### src/mcbq_pkg.sv
// Shared constants, step codes and control structs for the multichannel biquad.
// No dependencies; used by mcbq_lane, mcbq_merge and multichannel_biquad_tdf2.
`default_nettype none

package mcbq_pkg;

	localparam int LANES          = 4;
	localparam int LANE_W         = 2;
	localparam int SAMPLE_BITS    = 24;
	localparam int COEF_BITS      = 32;
	localparam int COEF_FRAC_BITS = 29;
	localparam int DELAY_BITS     = SAMPLE_BITS + COEF_BITS;
	localparam int PROD_BITS      = SAMPLE_BITS + COEF_BITS;
	localparam int ACC_Y_BITS     = DELAY_BITS + 1;
	localparam int ACC_BITS       = DELAY_BITS + 2;
	localparam int RND_BITS       = ACC_Y_BITS - COEF_FRAC_BITS;
	localparam int SLOTS          = 5;
	localparam int SLOT_W         = 3;
	localparam int CNT_W          = 3;

	localparam logic signed [ACC_Y_BITS-1:0] ROUND_C =
		{{(ACC_Y_BITS-COEF_FRAC_BITS){1'b0}}, 1'b1, {(COEF_FRAC_BITS-1){1'b0}}};

	localparam logic OP_FRAME = 1'b0;
	localparam logic OP_COEF  = 1'b1;

	localparam logic [SLOT_W-1:0] SLOT_B0  = 3'd0;
	localparam logic [SLOT_W-1:0] SLOT_B1  = 3'd1;
	localparam logic [SLOT_W-1:0] SLOT_B2  = 3'd2;
	localparam logic [SLOT_W-1:0] SLOT_NA1 = 3'd3;
	localparam logic [SLOT_W-1:0] SLOT_NA2 = 3'd4;

	// Sequencer steps shared by every lane
	localparam logic [2:0] ST_IDLE  = 3'd0;
	localparam logic [2:0] ST_MULB0 = 3'd1;
	localparam logic [2:0] ST_OUT   = 3'd2;
	localparam logic [2:0] ST_ACCZ2 = 3'd3;
	localparam logic [2:0] ST_ACCFB = 3'd4;
	localparam logic [2:0] ST_WRZ1  = 3'd5;
	localparam logic [2:0] ST_WRZ2  = 3'd6;

	typedef struct packed {
		logic       load;
		logic [2:0] step;
	} ctl_t;

	typedef struct packed {
		logic [SLOT_W-1:0]           slot;
		logic signed [COEF_BITS-1:0] value;
	} cwr_t;

endpackage

`default_nettype wire

### src/mcbq_lane.sv
// One biquad lane: coefficient registers, delay registers and one shared multiplier.
// Depends on mcbq_pkg; stepped by the sequencer in multichannel_biquad_tdf2.
`default_nettype none

module mcbq_lane (
	input  wire logic                                  clk,
	input  wire logic                                  arst_n,
	input  wire mcbq_pkg::ctl_t                        ctl,
	input  wire logic                                  active,
	input  wire logic signed [mcbq_pkg::SAMPLE_BITS-1:0] x,
	input  wire logic                                  coef_we,
	input  wire mcbq_pkg::cwr_t                        cwr,
	output logic signed [mcbq_pkg::SAMPLE_BITS-1:0]    y,
	output logic                                       clip
);

	logic signed [mcbq_pkg::COEF_BITS-1:0]   coef_q [mcbq_pkg::SLOTS];
	logic signed [mcbq_pkg::DELAY_BITS-1:0]  z1_q;
	logic signed [mcbq_pkg::DELAY_BITS-1:0]  z2_q;
	logic signed [mcbq_pkg::SAMPLE_BITS-1:0] x_q;
	logic signed [mcbq_pkg::SAMPLE_BITS-1:0] y_q;
	logic                                    clip_q;
	logic                                    active_q;
	logic signed [mcbq_pkg::PROD_BITS-1:0]   p_q;
	logic signed [mcbq_pkg::ACC_BITS-1:0]    acc_q;

	logic signed [mcbq_pkg::COEF_BITS-1:0]   mc;
	logic signed [mcbq_pkg::SAMPLE_BITS-1:0] mx;
	logic signed [mcbq_pkg::PROD_BITS-1:0]   prod;
	logic signed [mcbq_pkg::ACC_Y_BITS-1:0]  acc_y;
	logic        [mcbq_pkg::RND_BITS-1:0]    rnd;
	logic                                    y_ok;
	logic signed [mcbq_pkg::SAMPLE_BITS-1:0] y_sat;
	logic signed [mcbq_pkg::ACC_BITS-1:0]    acc_p;
	logic signed [mcbq_pkg::ACC_BITS-1:0]    z2_sum;

	function automatic logic signed [mcbq_pkg::DELAY_BITS-1:0] sat_delay(
		input logic signed [mcbq_pkg::ACC_BITS-1:0] v
	);
		logic [mcbq_pkg::ACC_BITS-mcbq_pkg::DELAY_BITS:0] top;
		top = v[mcbq_pkg::ACC_BITS-1:mcbq_pkg::DELAY_BITS-1];
		if ((&top) || !(|top))
			return v[mcbq_pkg::DELAY_BITS-1:0];
		return {v[mcbq_pkg::ACC_BITS-1], {(mcbq_pkg::DELAY_BITS-1){~v[mcbq_pkg::ACC_BITS-1]}}};
	endfunction

	// Pick multiplier operands for the current step
	always_comb begin
		unique case (ctl.step)
			mcbq_pkg::ST_MULB0: begin
				mc = coef_q[mcbq_pkg::SLOT_B0];
				mx = x_q;
			end
			mcbq_pkg::ST_OUT: begin
				mc = coef_q[mcbq_pkg::SLOT_B1];
				mx = x_q;
			end
			mcbq_pkg::ST_ACCZ2: begin
				mc = coef_q[mcbq_pkg::SLOT_NA1];
				mx = y_q;
			end
			mcbq_pkg::ST_ACCFB: begin
				mc = coef_q[mcbq_pkg::SLOT_B2];
				mx = x_q;
			end
			mcbq_pkg::ST_WRZ1: begin
				mc = coef_q[mcbq_pkg::SLOT_NA2];
				mx = y_q;
			end
			default: begin
				mc = coef_q[mcbq_pkg::SLOT_B0];
				mx = x_q;
			end
		endcase
	end

	assign prod = mc * mx;

	// Round half up, then saturate to the sample range
	assign acc_y = mcbq_pkg::ACC_Y_BITS'(p_q) + mcbq_pkg::ACC_Y_BITS'(z1_q) + mcbq_pkg::ROUND_C;
	assign rnd   = acc_y[mcbq_pkg::ACC_Y_BITS-1:mcbq_pkg::COEF_FRAC_BITS];
	assign y_ok  = (&rnd[mcbq_pkg::RND_BITS-1:mcbq_pkg::SAMPLE_BITS-1])
		|| !(|rnd[mcbq_pkg::RND_BITS-1:mcbq_pkg::SAMPLE_BITS-1]);
	assign y_sat = y_ok ? rnd[mcbq_pkg::SAMPLE_BITS-1:0]
		: {rnd[mcbq_pkg::RND_BITS-1], {(mcbq_pkg::SAMPLE_BITS-1){~rnd[mcbq_pkg::RND_BITS-1]}}};

	assign acc_p  = acc_q + mcbq_pkg::ACC_BITS'(p_q);
	assign z2_sum = acc_p;

	always_ff @(posedge clk or negedge arst_n) begin
		if (!arst_n) begin
			for (int s = 0; s < mcbq_pkg::SLOTS; s++)
				coef_q[s] <= '0;
		end else if (coef_we) begin
			unique case (cwr.slot)
				mcbq_pkg::SLOT_B0:  coef_q[0] <= cwr.value;
				mcbq_pkg::SLOT_B1:  coef_q[1] <= cwr.value;
				mcbq_pkg::SLOT_B2:  coef_q[2] <= cwr.value;
				mcbq_pkg::SLOT_NA1: coef_q[3] <= cwr.value;
				mcbq_pkg::SLOT_NA2: coef_q[4] <= cwr.value;
				default: ;
			endcase
		end
	end

	always_ff @(posedge clk or negedge arst_n) begin
		if (!arst_n) begin
			z1_q     <= '0;
			z2_q     <= '0;
			active_q <= 1'b0;
			clip_q   <= 1'b0;
		end else begin
			if (ctl.load)
				active_q <= active;
			if (ctl.step == mcbq_pkg::ST_OUT)
				clip_q <= active_q && !y_ok;
			if (ctl.step == mcbq_pkg::ST_WRZ1 && active_q)
				z1_q <= sat_delay(acc_q);
			// Stalled final step rewrites the same value
			if (ctl.step == mcbq_pkg::ST_WRZ2 && active_q)
				z2_q <= sat_delay(z2_sum);
		end
	end

	always_ff @(posedge clk) begin
		if (ctl.load)
			x_q <= x;
		if (ctl.step == mcbq_pkg::ST_OUT)
			y_q <= active_q ? y_sat : x_q;
		if (ctl.step != mcbq_pkg::ST_IDLE && ctl.step != mcbq_pkg::ST_WRZ2)
			p_q <= prod;
		unique case (ctl.step)
			mcbq_pkg::ST_ACCZ2: acc_q <= mcbq_pkg::ACC_BITS'(p_q) + mcbq_pkg::ACC_BITS'(z2_q);
			mcbq_pkg::ST_ACCFB: acc_q <= acc_p;
			mcbq_pkg::ST_WRZ1:  acc_q <= mcbq_pkg::ACC_BITS'(p_q);
			default: ;
		endcase
	end

	assign y    = y_q;
	assign clip = clip_q;

endmodule

`default_nettype wire

### config.mk
export PLATFORM = sky130hd
export DESIGN_NAME = mcbq_lane
export DESIGN_NICKNAME = d
export VERILOG_FILES = /design/src/mcbq_pkg.sv /design/src/mcbq_lane.sv
export SDC_FILE = /design/constraint.sdc
export NUM_CORES = 2
export LEC_CHECK = 0
export ABC_CLOCK_PERIOD_IN_PS = 18700
export BUFFER_PORTS_ARGS = -buffer_cell sky130_fd_sc_hd__buf_2
export CORE_AREA = 2 2 388 275
export DETAILED_ROUTE_END_ITERATION = 10
export DIE_AREA = 0 0 390 277
export PLACE_DENSITY_LB_ADDON = 0.08
export REMOVE_ABC_BUFFERS = 1
export SLEW_MARGIN = 20
export SYNTH_ARGS = -nofsm -noshare
export SYNTH_HDL_FRONTEND = slang
export SYNTH_SLANG_ARGS = --single-unit
### constraint.sdc
create_clock -name clk -period 18.7 [get_ports clk]
set_clock_uncertainty 0.15 [all_clocks]
set_input_delay 0 -clock clk [delete_from_list [all_inputs] [get_ports clk]]
set_output_delay 0 -clock clk [all_outputs]
set_load 0.01 [all_outputs]
==> out/metrics.yaml <==
run_status:
  outcome: "finished clean"
final_layout:
  area_delta_synth_final_pct: 8.33
  drive_gt1_frac: 0.0911
  num-fill-cells: 9363
  nets: 7285
sta:
  timing.setup.tns_ns: 0
  setup_violations: 0
  setup_slack_ns: 9.26
  period_share: 0.505
  worst_pin_slew_ns: 1.13
  max_slew_margin: 0.249
  drv_slew: 0
  fmax_mhz: 106
  final-hold-violation-count: 0
  fin_crit_ns: 9.44
  rsz0062_at_grt: "no"
worst_setup_path:
  crit_path_max_fanout: 40
  ff2ff_path_depth: 25
  slowest_delay_ns: 0.71
  critical_path_class: "input port to flip-flop"
  ff2ff_setup_slack_ns: 9.77
  cp_data_required_time_ns: 18.94
  cp_common_cell: "fa_1"
  cp-end-kind: "flip-flop"
  r2r_start: "coef_q[12]$_DFFE_PN0P_"
  start_kind: "input port"
  critPathSlowestCell: "nand2_4"
  crit_arrival_ns: 9.68
  r2r_end: "p_q[55]$_DFFE_PP_"
cts:
  worstSkewPairLatency_ns: 0.66
  cts_max_path_buffers: 3
  clockRootBuffer: "clkbuf_16"
  holdBufCountCts: 87
  htreeDepth: 2
  cts_made_buffers: 49
  clock_sinks: 436
  clk_pin_slew_worst_paths_ns: 0.07
  postCtsResizedCells: 0
  cts_setup_buffers: 0
  cts_tree: "done"
logic_synthesis:
  synth-seq-cells: 436
  synth_top_area_frac: 0.282
  synth_top_cell_by_area: "fa_1"
  ys_seq_area_frac: 0.210
  synth.distinct_cells: 100
  synth_edf_count: 162
  syn_area_um2: 55800
  synthTopCellsByArea: "fa_1, dfrtp_1, edfxtp_1, ha_1, inv_1"
  ys.warnings.count: 0
  synthArstFlopShare: 0.628
  synth_area_per_cell_um2: 9.25
  synth_flop_cell: "dfrtp_1"
  postSynthCellCount: 6034
die:
  die_w_um: 390
  core_um2: 105000
  io_pins: 92
  rows: 100
  start_util: 0.532
  die_h_um: 277
  die_area_um2: 108000
placed_design:
  hpwlAfterDp_um: 143000
  numPortBuffers: 91
  dp_worst_setup_slack_ns: 8.77
  gp_congestion: 0.957
routing:
  ant_nets: 0
  wl_per_cell_um: 24.5
  first_pass_iters: 8
  vias: 45300
  wirelength_um: 183000
  route.detailed.drc: 0
  drt-initial-drc-count: 4474
  via_per_inst: 6.06
hold_path:
  min_path_type: "input port to flip-flop"
  hold_path_startpoint: "cwr[33]"
  hold_end: "coef_q[131]$_DFFE_PN0P_"
  holdPathStages: 4
global_route:
  antenna_found_initial: 6
  grt_pass1_vias: 44200
  grt_max_degree: 87
  grt_pass1_wl_um: 279000
  grt_use_total: 0.342
  grt_overflow: 0
job:
  maxCapViolCount: 0
metal layers:
metal,routed length [um],global-route usage,part of all wire,vias to the layer above
met1,81800,0.529,0.45,22800
met2,75400,0.479,0.41,2217
met3,20900,0.0793,0.11,262
li1,-,-,-,20100
met4,5150,0.0885,0.028,2
met5,168,0.0111,0.00092,-
critical path: cells and delay by family:
family          cells  cell delay, ns
fa+ha+maj           8            3.97
mux                 1            0.34
xor+xnor            1            0.15
compound gates      7            2.08
buf+inv             7            1.36
simple gates        6            1.66
cell families after synthesis:
| kind of cell | share of synthesized area |
|---|---|
| adder cells (fa/ha/maj) | 0.365 |
| AO/OA/AOI/OAI | 0.135 |
| multiplexers | 0.0559 |
| XOR/XNOR | 0.0279 |
| buffers and inverters | 0.0775 |
| flip-flops | 0.210 |
| AND/OR/NAND/NOR | 0.129 |
sequential cells by signal, summed over array words and instances, names as in the netlist, 24 cells and up:
signal and flops:
y 24, z2_q 56, x_q 24, coef_q 160
acc_q 58, p_q 56, z1_q 56
placed cells by master (no fill, tap or decap), types with 32 or more instances in the layout:
master         count
a211oi_1          58
a21o_1           111
a21oi_1          306
a22oi_1           32
and3_1            39
buf_2             89
buf_4            100
clkbuf_16         51
dfrtp_1          274
dlygate4sd3_1     86
edfxtp_1         162
fa_1             785
ha_1             372
inv_1            832
mux2_2           185
mux2i_1           88
nand2_1          659
nand2b_1          34
nand3_1           68
nand4_1           38
nor2_1           645
nor3_1            59
o21a_1            46
o21ai_0          248
o21ai_1           38
xnor2_1          108
xor2_1            67
metrics by stage:
| step | std cells | cell area, um^2 | hold WS [ns] | utilization |
|---|---|---|---|---|
| after floorplan | 5732 | 54600 | -0.446 | - |
| after global placement | 7300 | 57800 | -0.0594 | 0.552 |
| after detailed placement | 7300 | 57800 | -0.0491 | 0.552 |
| after CTS | 7479 | 60500 | 0.000695 | 0.577 |
| after global routing | 7479 | 60500 | 0.0415 | 0.577 |
| final | 7482 | 60500 | 0.0369 | 0.577 |
cell type report:
| type | count | area, um^2 | area share |
|---|---|---|---|
| Sequential cell | 436 | 11700 | 0.194 |
| Timing Repair Buffer | 278 | 2110 | 0.0349 |
| Clock buffer | 67 | 1380 | 0.0228 |
| Tap cell | 1377 | 1720 | 0.0285 |
| Antenna cell | 3 | 7.51 | 0.000124 |
| Inverter | 834 | 3130 | 0.0518 |
| Clock inverter | 25 | 345 | 0.00571 |
| Multi-Input combinational cell | 4462 | 40100 | 0.662 |
cells in the mapped netlist (25+ instances only):
master	number
xor2_1	67
nand3_1	70
edfxtp_1	162
nor2b_1	27
a31oi_1	28
mux2_2	185
o21ai_1	32
ha_1	372
fa_1	785
nand4_1	38
o21ai_0	259
clkbuf_1	241
a211oi_1	58
inv_1	832
o22ai_1	25
nor2_1	649
buf_1	33
and3_1	39
nor3_1	61
o211ai_1	29
and2_1	28
xnor2_1	108
mux2i_1	100
dfrtp_1	274
a22oi_1	32
o21a_1	46
nand2_1	661
nand2b_1	35
a21oi_1	307
a21o_1	111
how the worst max path moves through the flow:
stage	end	cells past startpoint	slack (ns)	start
floorplan	p_q[54]$_DFFE_PP_	24	6.73	ctl[1]
global placement	p_q[55]$_DFFE_PP_	30	8.88	ctl[1]
detailed placement	p_q[54]$_DFFE_PP_	29	8.77	ctl[1]
CTS	p_q[54]$_DFFE_PP_	29	9.41	ctl[1]
global route	p_q[54]$_DFFE_PP_	29	8.71	ctl[1]
finish	p_q[55]$_DFFE_PP_	30	9.26	ctl[1]
Power is left out: the tool's default activity adds up to more than one toggle a clock period on the data nets, which glitch-free logic cannot reach.
