<file path="config.mk">
export PLATFORM = sky130hd
export DESIGN_NAME = mcbq_merge
export DESIGN_NICKNAME = d
export VERILOG_FILES = /design/src/mcbq_pkg.sv /design/src/mcbq_merge.sv
export SDC_FILE = /design/constraint.sdc
export NUM_CORES = 1
export LEC_CHECK = 0
export ABC_AREA = 1
export BUFFER_PORTS_ARGS = -buffer_cell sky130_fd_sc_hd__buf_2
export CELL_PAD_IN_SITES_DETAIL_PLACEMENT = 1
export CELL_PAD_IN_SITES_GLOBAL_PLACEMENT = 2
export CORE_MARGIN = 2
export CORE_UTILIZATION = 25
export CTS_BUF_LIST = sky130_fd_sc_hd__clkbuf_4
export CTS_CLUSTER_SIZE = 14
export DETAILED_ROUTE_END_ITERATION = 10
export PLACE_DENSITY = 0.88
export SETUP_SLACK_MARGIN = 0.5
export SYNTH_ARGS = -nofsm -noshare
export SYNTH_HDL_FRONTEND = slang
export SYNTH_SLANG_ARGS = --single-unit
export TNS_END_PERCENT = 1
</file>
<file path="constraint.sdc">
create_clock -name clk -period 5.8 [get_ports clk]
set_input_delay 0.87 -clock clk [delete_from_list [all_inputs] [get_ports clk]]
set_output_delay 0.87 -clock clk [all_outputs]
set_load 0.005 [all_outputs]
</file>
<file path="src/mcbq_pkg.sv">
// Shared constants, step codes and control structs for the multichannel biquad.
// No dependencies; used by mcbq_lane, mcbq_merge and multichannel_biquad_tdf2.
`default_nettype none

package mcbq_pkg;

	localparam int LANES          = 4;
	localparam int LANE_W         = 2;
	localparam int SAMPLE_BITS    = 24;
	localparam int COEF_BITS      = 32;
	localparam int COEF_FRAC_BITS = 29;
	localparam int DELAY_BITS     = SAMPLE_BITS + COEF_BITS;
	localparam int PROD_BITS      = SAMPLE_BITS + COEF_BITS;
	localparam int ACC_Y_BITS     = DELAY_BITS + 1;
	localparam int ACC_BITS       = DELAY_BITS + 2;
	localparam int RND_BITS       = ACC_Y_BITS - COEF_FRAC_BITS;
	localparam int SLOTS          = 5;
	localparam int SLOT_W         = 3;
	localparam int CNT_W          = 3;

	localparam logic signed [ACC_Y_BITS-1:0] ROUND_C =
		{{(ACC_Y_BITS-COEF_FRAC_BITS){1'b0}}, 1'b1, {(COEF_FRAC_BITS-1){1'b0}}};

	localparam logic OP_FRAME = 1'b0;
	localparam logic OP_COEF  = 1'b1;

	localparam logic [SLOT_W-1:0] SLOT_B0  = 3'd0;
	localparam logic [SLOT_W-1:0] SLOT_B1  = 3'd1;
	localparam logic [SLOT_W-1:0] SLOT_B2  = 3'd2;
	localparam logic [SLOT_W-1:0] SLOT_NA1 = 3'd3;
	localparam logic [SLOT_W-1:0] SLOT_NA2 = 3'd4;

	// Sequencer steps shared by every lane
	localparam logic [2:0] ST_IDLE  = 3'd0;
	localparam logic [2:0] ST_MULB0 = 3'd1;
	localparam logic [2:0] ST_OUT   = 3'd2;
	localparam logic [2:0] ST_ACCZ2 = 3'd3;
	localparam logic [2:0] ST_ACCFB = 3'd4;
	localparam logic [2:0] ST_WRZ1  = 3'd5;
	localparam logic [2:0] ST_WRZ2  = 3'd6;

	typedef struct packed {
		logic       load;
		logic [2:0] step;
	} ctl_t;

	typedef struct packed {
		logic [SLOT_W-1:0]           slot;
		logic signed [COEF_BITS-1:0] value;
	} cwr_t;

endpackage

`default_nettype wire

</file>
<file path="src/mcbq_merge.sv">
// Output stage: gathers the lane samples and clip flags into one result beat.
// Depends on mcbq_pkg; fed by the mcbq_lane instances in multichannel_biquad_tdf2.
`default_nettype none

module mcbq_merge (
	input  wire logic                                  clk,
	input  wire logic                                  arst_n,
	input  wire logic                                  res_valid,
	output logic                                       res_ready,
	input  wire logic signed [mcbq_pkg::SAMPLE_BITS-1:0] y [mcbq_pkg::LANES],
	input  wire logic [mcbq_pkg::LANES-1:0]            clip,
	output logic                                       out_valid,
	input  wire logic                                  out_ready,
	output logic signed [mcbq_pkg::SAMPLE_BITS-1:0]    out_y [mcbq_pkg::LANES],
	output logic [mcbq_pkg::LANES-1:0]                 clip_mask
);

	logic                                    out_valid_q;
	logic signed [mcbq_pkg::SAMPLE_BITS-1:0] out_y_q [mcbq_pkg::LANES];
	logic [mcbq_pkg::LANES-1:0]              clip_q;

	assign res_ready = !out_valid_q || out_ready;

	always_ff @(posedge clk or negedge arst_n) begin
		if (!arst_n)
			out_valid_q <= 1'b0;
		else if (res_ready)
			out_valid_q <= res_valid;
	end

	always_ff @(posedge clk) begin
		if (res_valid && res_ready) begin
			for (int l = 0; l < mcbq_pkg::LANES; l++)
				out_y_q[l] <= y[l];
			clip_q <= clip;
		end
	end

	assign out_valid = out_valid_q;
	assign out_y     = out_y_q;
	assign clip_mask = clip_q;

endmodule

`default_nettype wire
</file>
==> results of run 1 <==
cell families (layout without fill, tap and decap cells):
logic type	after synthesis	in the layout	synth area share, %
compound gates	1	1	0.164
buf+inv	2	223	0.246
flops	101	101	99.3
simple gates	2	2	0.246
per-stage QoR:
step	setup WS [ps]	power, mW	utilization, %	std cells
floorplan	1520	0.900	-	106
detailed placement	3250	0.980	35.8	459
finish	3660	1.32	36.8	474
global placement	3310	0.973	35.8	459
CTS	3650	1.34	36.8	474
global route	3630	1.38	36.8	474
state kept, by name, summed over array words and instances, names as in the netlist:
name / cells
out_valid: 1
clip_mask: 4
out_y: 96
where the power goes:
part           internal, mW  switching, mW  leakage [nW]
clock                 0.142          0.215        0.0725
sequential            0.851        0.00973         0.963
combinational        0.0488         0.0499         0.830
total                  1.04          0.275          1.87
cell usage in the layout (no fill, tap or decap):
| cell type | Yosys | layout |
|---|---|---|
| a21oi_4 | 0 | 1 |
| buf_2 | 0 | 205 |
| buf_4 | 0 | 1 |
| bufinv_16 | 0 | 1 |
| clkbuf_4 | 0 | 12 |
| clkinv_1 | 0 | 2 |
| dfrtp_1 | 1 | 1 |
| edfxtp_1 | 100 | 100 |
| inv_1 | 2 | 2 |
| nand2_1 | 2 | 2 |
area by class of cell:
class                           count  area [um^2]
Fill cell                        1261         7560
Sequential cell                   101         3030
Timing Repair Buffer              206         1030
Tap cell                          147          184
Clock buffer                       12         90.1
Clock inverter                      3         37.5
Multi-Input combinational cell      3         23.8
Inverter                            2         7.51
how the worst min path moves through the flow:
stage | from | endpoint | slack, ps | cells after the start
detailed placement | out_valid | out_valid | 580 | 2
floorplan | out_valid | out_valid | 550 | 2
finish | arst_n | out_valid | 170 | 1
global route | arst_n | out_valid | 100 | 1
global placement | out_valid | out_valid | 560 | 2
CTS | arst_n | out_valid | 110 | 1
layer usage:
metal	vias up	wire (um)	share of wire, %	GRT usage (%)
met3	16	644	8.4	4.66
met5	-	14	0.18	0
met2	97	4270	56	20.7
met1	926	2550	33	11.4
met4	2	182	2.4	6.59
li1	857	-	-	-
==> summary.txt, run 1 <==
Floorplanning
  – Initial Util: 25.5%
  – Io pins: 206
  – Die area: 13100 um^2
  – FP Rows: 40
  – Core Area: 12000 um^2
  – Die Ht: 114 um
  – Die width: 114 um

Synthesis
  – Commonest cells in the netlist: edfxtp_1 (100), inv_1 (2), nand2_1 (2)
  – FFs w/ async S/R, synth: 0.990%
  – Unique masters post-synth: 5
  – Synthesized flop and latch total: 101
  – Synthesized cell area: 3050 um^2
  – Seq/Total Area, Yosys: 99.3%
  – Post-synth top area cell: edfxtp_1
  – Yosys top cell area share: 98.5%
  – Post-synth EDFFs: 100
  – Synth area leaders: edfxtp_1 (99%), dfrtp_1 (0.82%), inv_1 (0.25%), nand2_1 (0.25%), a21oi_1 (0.16%)
  – Syn Inst Count: 106
  – Ys Warns: 0
  – Avg Cell Area, Syn: 28.8 um^2
  – Syn_nets: 210
  – Synth Flop Type: edfxtp_1
  – Most common cell in the netlist: edfxtp_1

STA
  – F_max: 0.467 GHz
  – Fin Hold WS: 165 ps
  – Clk_skew: 14.3 ps
  – Part of the cycle the worst path needs: 36.9%
  – Slew margin rel.: 11.7%
  – TNS Setup: 0 ps
  – Worst-Margin Slew: 1320 ps
  – Final Slew Violations: 0
  – Fin. Hold Viols: 0
  – Final min period: 2140 ps
  – Final setup fails: 0
  – Unrepaired setup endpoints after global routing: no

Critical path
  – CP Capture Type: output pin
  – Largest fanout on the critical path: 2
  – Critical Path, Cell by Cell: buf_2, inv_1, nand2_1, buf_2
  – Data arrival time of the critical path: 1270 ps
  – Worst-case reg-to-reg path depth: 2
  – Startpoint Class: input port
  – CP delay by family, top: buffers and inverters
  – Critical Path RT: 4930 ps
  – Worst Path Class, Setup: input port to output pin
  – RR Startpoint: out_valid
  – R2R Setup Slk: 3760 ps
  – Largest stage delay on the critical path: 130 ps
  – Setup crit end: res_ready
  – Critical Path Start: out_ready
  – Top cell by count, worst path: buf_2
  – Critical R2R Capture: out_y[37]
  – Worst Path Buf+Inv: 3
  – Worst path slowest cell: buf_2
  – Worst path depth: 4

Global route
  – First-pass GRT wire length: 10900 um
  – Largest net degree at the start of global routing: 101
  – Vias in the first global route: 2062
  – GRT overflow: 0
  – Initial antenna violation count: 1
  – Overall Global Routing Usage: 11.6%

Clock network
  – CTS tree: built
  – Post-CTS setup repair buffer count: 0
  – CTS resizes: 0
  – CTS Buffer Depth: 2
  – CTS Root Cell: clkbuf_4
  – Clk sinks: 101
  – Clock Latency Late Sink: 450 ps
  – CTS Buf Count: 9
  – Hold Buf Count CTS: 0
  – CTS clk-pin slew, worst paths: 140 ps
  – H-tree levels: 3

Placed design
  – Dpl cell area: 4280 um^2
  – Post-DP HPWL: 5770 um
  – Port buffer count: 205
  – GP Congestion: 0.675

Final layout
  – Area Overhead vs Synth: 44.5%
  – Final instance area: 4400 um^2
  – Post-layout nets: 427
  – Layout cells sized above 1: 67.3%
  – Antenna diodes: 0

Flow run
  – Max-cap violations: 0

Pwr
  – Power density cells: 299 nW/um^2
  – Leak pwr: 1.87 nW
  – Worst vdd ir: 0.120 mV

Route
  – Via density: 4.00
  – Detail Route Antenna Nets: 0
  – Drt first pass iters: 4
  – DR vias: 1898
  – Initial DRC count: 82
  – Total Routed Length: 7660 um
  – Routed len/inst: 16.2 um
  – # DRC: 0

Outcome
  – Status: complete, no violations

Min path
  – Worst Hold Class: input port to async pin
(Power assumes the default switching activity.)
==> run 2: changes to the inputs <==
--- a/config.mk
+++ b/config.mk
@@ -10,11 +10,11 @@
 export CELL_PAD_IN_SITES_DETAIL_PLACEMENT = 1
 export CELL_PAD_IN_SITES_GLOBAL_PLACEMENT = 2
 export CORE_MARGIN = 2
-export CORE_UTILIZATION = 25
+export CORE_UTILIZATION = 28
 export CTS_BUF_LIST = sky130_fd_sc_hd__clkbuf_4
 export CTS_CLUSTER_SIZE = 14
 export DETAILED_ROUTE_END_ITERATION = 10
-export PLACE_DENSITY = 0.88
+export PLACE_DENSITY = 0.92
 export SETUP_SLACK_MARGIN = 0.5
 export SYNTH_ARGS = -nofsm -noshare
 export SYNTH_HDL_FRONTEND = slang
==> constraint.sdc (replaced) <==
create_clock -name clk -period 2.05 [get_ports clk]
set_input_delay 0.3075 -clock clk [delete_from_list [all_inputs] [get_ports clk]]
set_output_delay 0.3075 -clock clk [all_outputs]
set_load 0.005 [all_outputs]
==> run 2 against run 1 <==
Utilization up 8.9 points. Non-clock buffer count up 47. Combinational power rose to 3.7 times the previous value. Sequential power rose to 2.8 times the previous value. Die area down 10%. Register-to-register slack worse by 3000 ps. Hold slack worse by 120 ps. Setup slack worse by 3000 ps. Clock-buffer cell count down 3. Clock skew up 8.1 ps. Largest power group unchanged.
==> summary.txt, run 2 (synthesized netlist as in run 1, its figures left out) <==
STA
  – Final min period: 1370 ps
  – Part of the cycle the worst path needs: 66.9%
  – Unrepaired setup endpoints after global routing: no
  – Final Slew Violations: 0 (unchanged)
  – Slew margin rel.: 81.2% (+70 points)
  – Clk_skew: 22.4 ps (+8.14 ps)
  – F_max: 0.729 GHz
  – Fin. Hold Viols: 0 (unchanged)
  – Worst-Margin Slew: 281 ps (-1040 ps)
  – Final setup margin: 679 ps (-2980 ps)
  – Final setup fails: 0 (unchanged)

Critical path
  – Worst Path Buf+Inv: 1 (-2)
  – CP Capture Type: output pin
  – Critical R2R Capture: out_y[8]
  – Largest stage delay on the critical path: 440 ps (+310 ps)
  – Critical Path RT: 1740 ps (-3190 ps)
  – Worst path depth: 2 (-2)
  – Critical Path Start: out_valid
  – Worst-case reg-to-reg path depth: 2 (unchanged)
  – Worst Path Class, Setup: flip-flop to output pin
  – CP delay by family, top: flip-flops
  – Startpoint Class: flip-flop
  – Data arrival time of the critical path: 1060 ps (-210 ps)
  – Worst path slowest cell: dfrtp_1
  – Largest fanout on the critical path: 3 (+1)
  – Critical Path, Cell by Cell: nand2_1, buf_2
  – R2R Setup Slk: 750 ps (-3010 ps)
  – RR Startpoint: out_valid

Clock network
  – CTS Buffer Depth: 2 (unchanged)
  – Clock Latency Late Sink: 440 ps (about the same)
  – CTS tree: built
  – CTS clk-pin slew, worst paths: 160 ps (+20 ps)
  – Hold Buf Count CTS: 37 (+37)
  – CTS resizes: 0 (unchanged)
  – CTS Buf Count: 9 (unchanged)
  – Post-CTS setup repair buffer count: 0 (unchanged)
  – Clk sinks: 101 (unchanged)
  – CTS Root Cell: clkbuf_4
  – H-tree levels: 3 (unchanged)

Route
  – DR vias: 2088 (+10%)
  – # DRC: 0 (unchanged)
  – Initial DRC count: 88 (+7.3%)
  – Total Routed Length: 8390 um (+9.6%)
  – Via density: 4.05 (+1.3%)
  – Detail Route Antenna Nets: 0 (unchanged)
  – Routed len/inst: 16.3 um (+0.87%)
  – Drt first pass iters: 4 (unchanged)

Placed design
  – Dpl cell area: 4300 um^2 (+0.56%)
  – DP Worst Slack: 731 ps (-2520 ps)
  – GP Congestion: 0.671 (-0.50%)
  – Placed instance count: 453 (-1.3%)
  – Port buffer count: 205 (unchanged)

Min path
  – Hold path cells: 1
  – HP Start: y[39]
  – Hold EP: out_y[39]
  – Worst Hold Class: input port to flip-flop

Final layout
  – Final Non-Filler Cells: 515 (+8.6%)
  – Layout cells sized above 1: 59.4% (-7.9 points)
  – Final instance area: 4920 um^2 (+12%)
  – Most common cell after layout, fill and taps aside: buf_2
  – Fill count: 1131 (-10%)
  – Area Overhead vs Synth: 61.3%
  – Most frequent cells in the layout: buf_2 (205), edfxtp_1 (100), dlygate4sd3_1 (46), clkbuf_4 (9)
  – Largest register FFs: 96 (unchanged)
  – Util after Layout: 45.8% (+8.9 points)
  – Post-layout nets: 474 (+11%)

Floorplanning
  – Io pins: 206 (unchanged)
  – Initial Util: 28.4% (+2.9 points)
  – Die Ht: 108 um (-5.3%)
  – FP Rows: 38 (-5.0%)
  – Die width: 108 um (-5.3%)
  – Die area: 11700 um^2 (-10%)
  – Core Area: 10700 um^2 (-10%)

Global route
  – Initial antenna violation count: 2 (+1)
  – Vias in the first global route: 2225 (+7.9%)
  – First-pass GRT wire length: 11800 um (+8.5%)
  – Largest net degree at the start of global routing: 52 (-49%)
  – GRT overflow: 0 (unchanged)
  – Overall Global Routing Usage: 13.9% (+2.2 points)

Pwr
  – Power density cells: 798 nW/um^2 (+170%)
  – Worst vdd ir: 0.258 mV (+110%)
  – Leak pwr: 2.08 nW (+12%)

Outcome
  – Status: complete, no violations

Flow run
  – Max-cap violations: 0 (unchanged)
## run 2: final cells by class
class | instances | area [um^2] | area share, %
tap | 140 | 175 | 3.56
inverter | 2 | 7.51 | 0.153
clock inverter | 6 | 86.3 | 1.76
antenna | 1 | 2.50 | 0.0509
sequential | 101 | 3030 | 61.6
clock buffer | 9 | 67.6 | 1.37
multi-input combinational | 3 | 23.8 | 0.483
timing repair buffer | 253 | 1530 | 31.0
## run 2: worst max path at each step
stage                        end  slack, ps
finish                 res_ready        680
global route           res_ready        570
CTS                    res_ready        620
detailed placement     out_y[87]        730
global placement       out_y[33]        770
floorplan           clip_mask[0]       -480
## run 2: per-stage QoR
stage               TNS, ps  hold slack, ps  total power [mW]
floorplan            -47590            11.9              2.54
global placement          0            83.5              2.76
detailed placement        0            83.7              2.78
CTS                       0          0.0445              3.98
global route              0            1.21              4.09
finish                    0            44.0              3.92
## run 2: metal layers
layer	track usage, %	up-vias	wire length [um]
met5	0	-	17
met1	14.0	988	2890
met4	6.68	2	161
met2	25.2	132	4450
li1	-	953	-
met3	5.06	13	868
## run 2: power breakdown
group	switching (mW)	internal (mW)
Combinational	0.157	0.204
Sequential	0.0299	2.40
Clock	0.637	0.492
Total	0.823	3.10
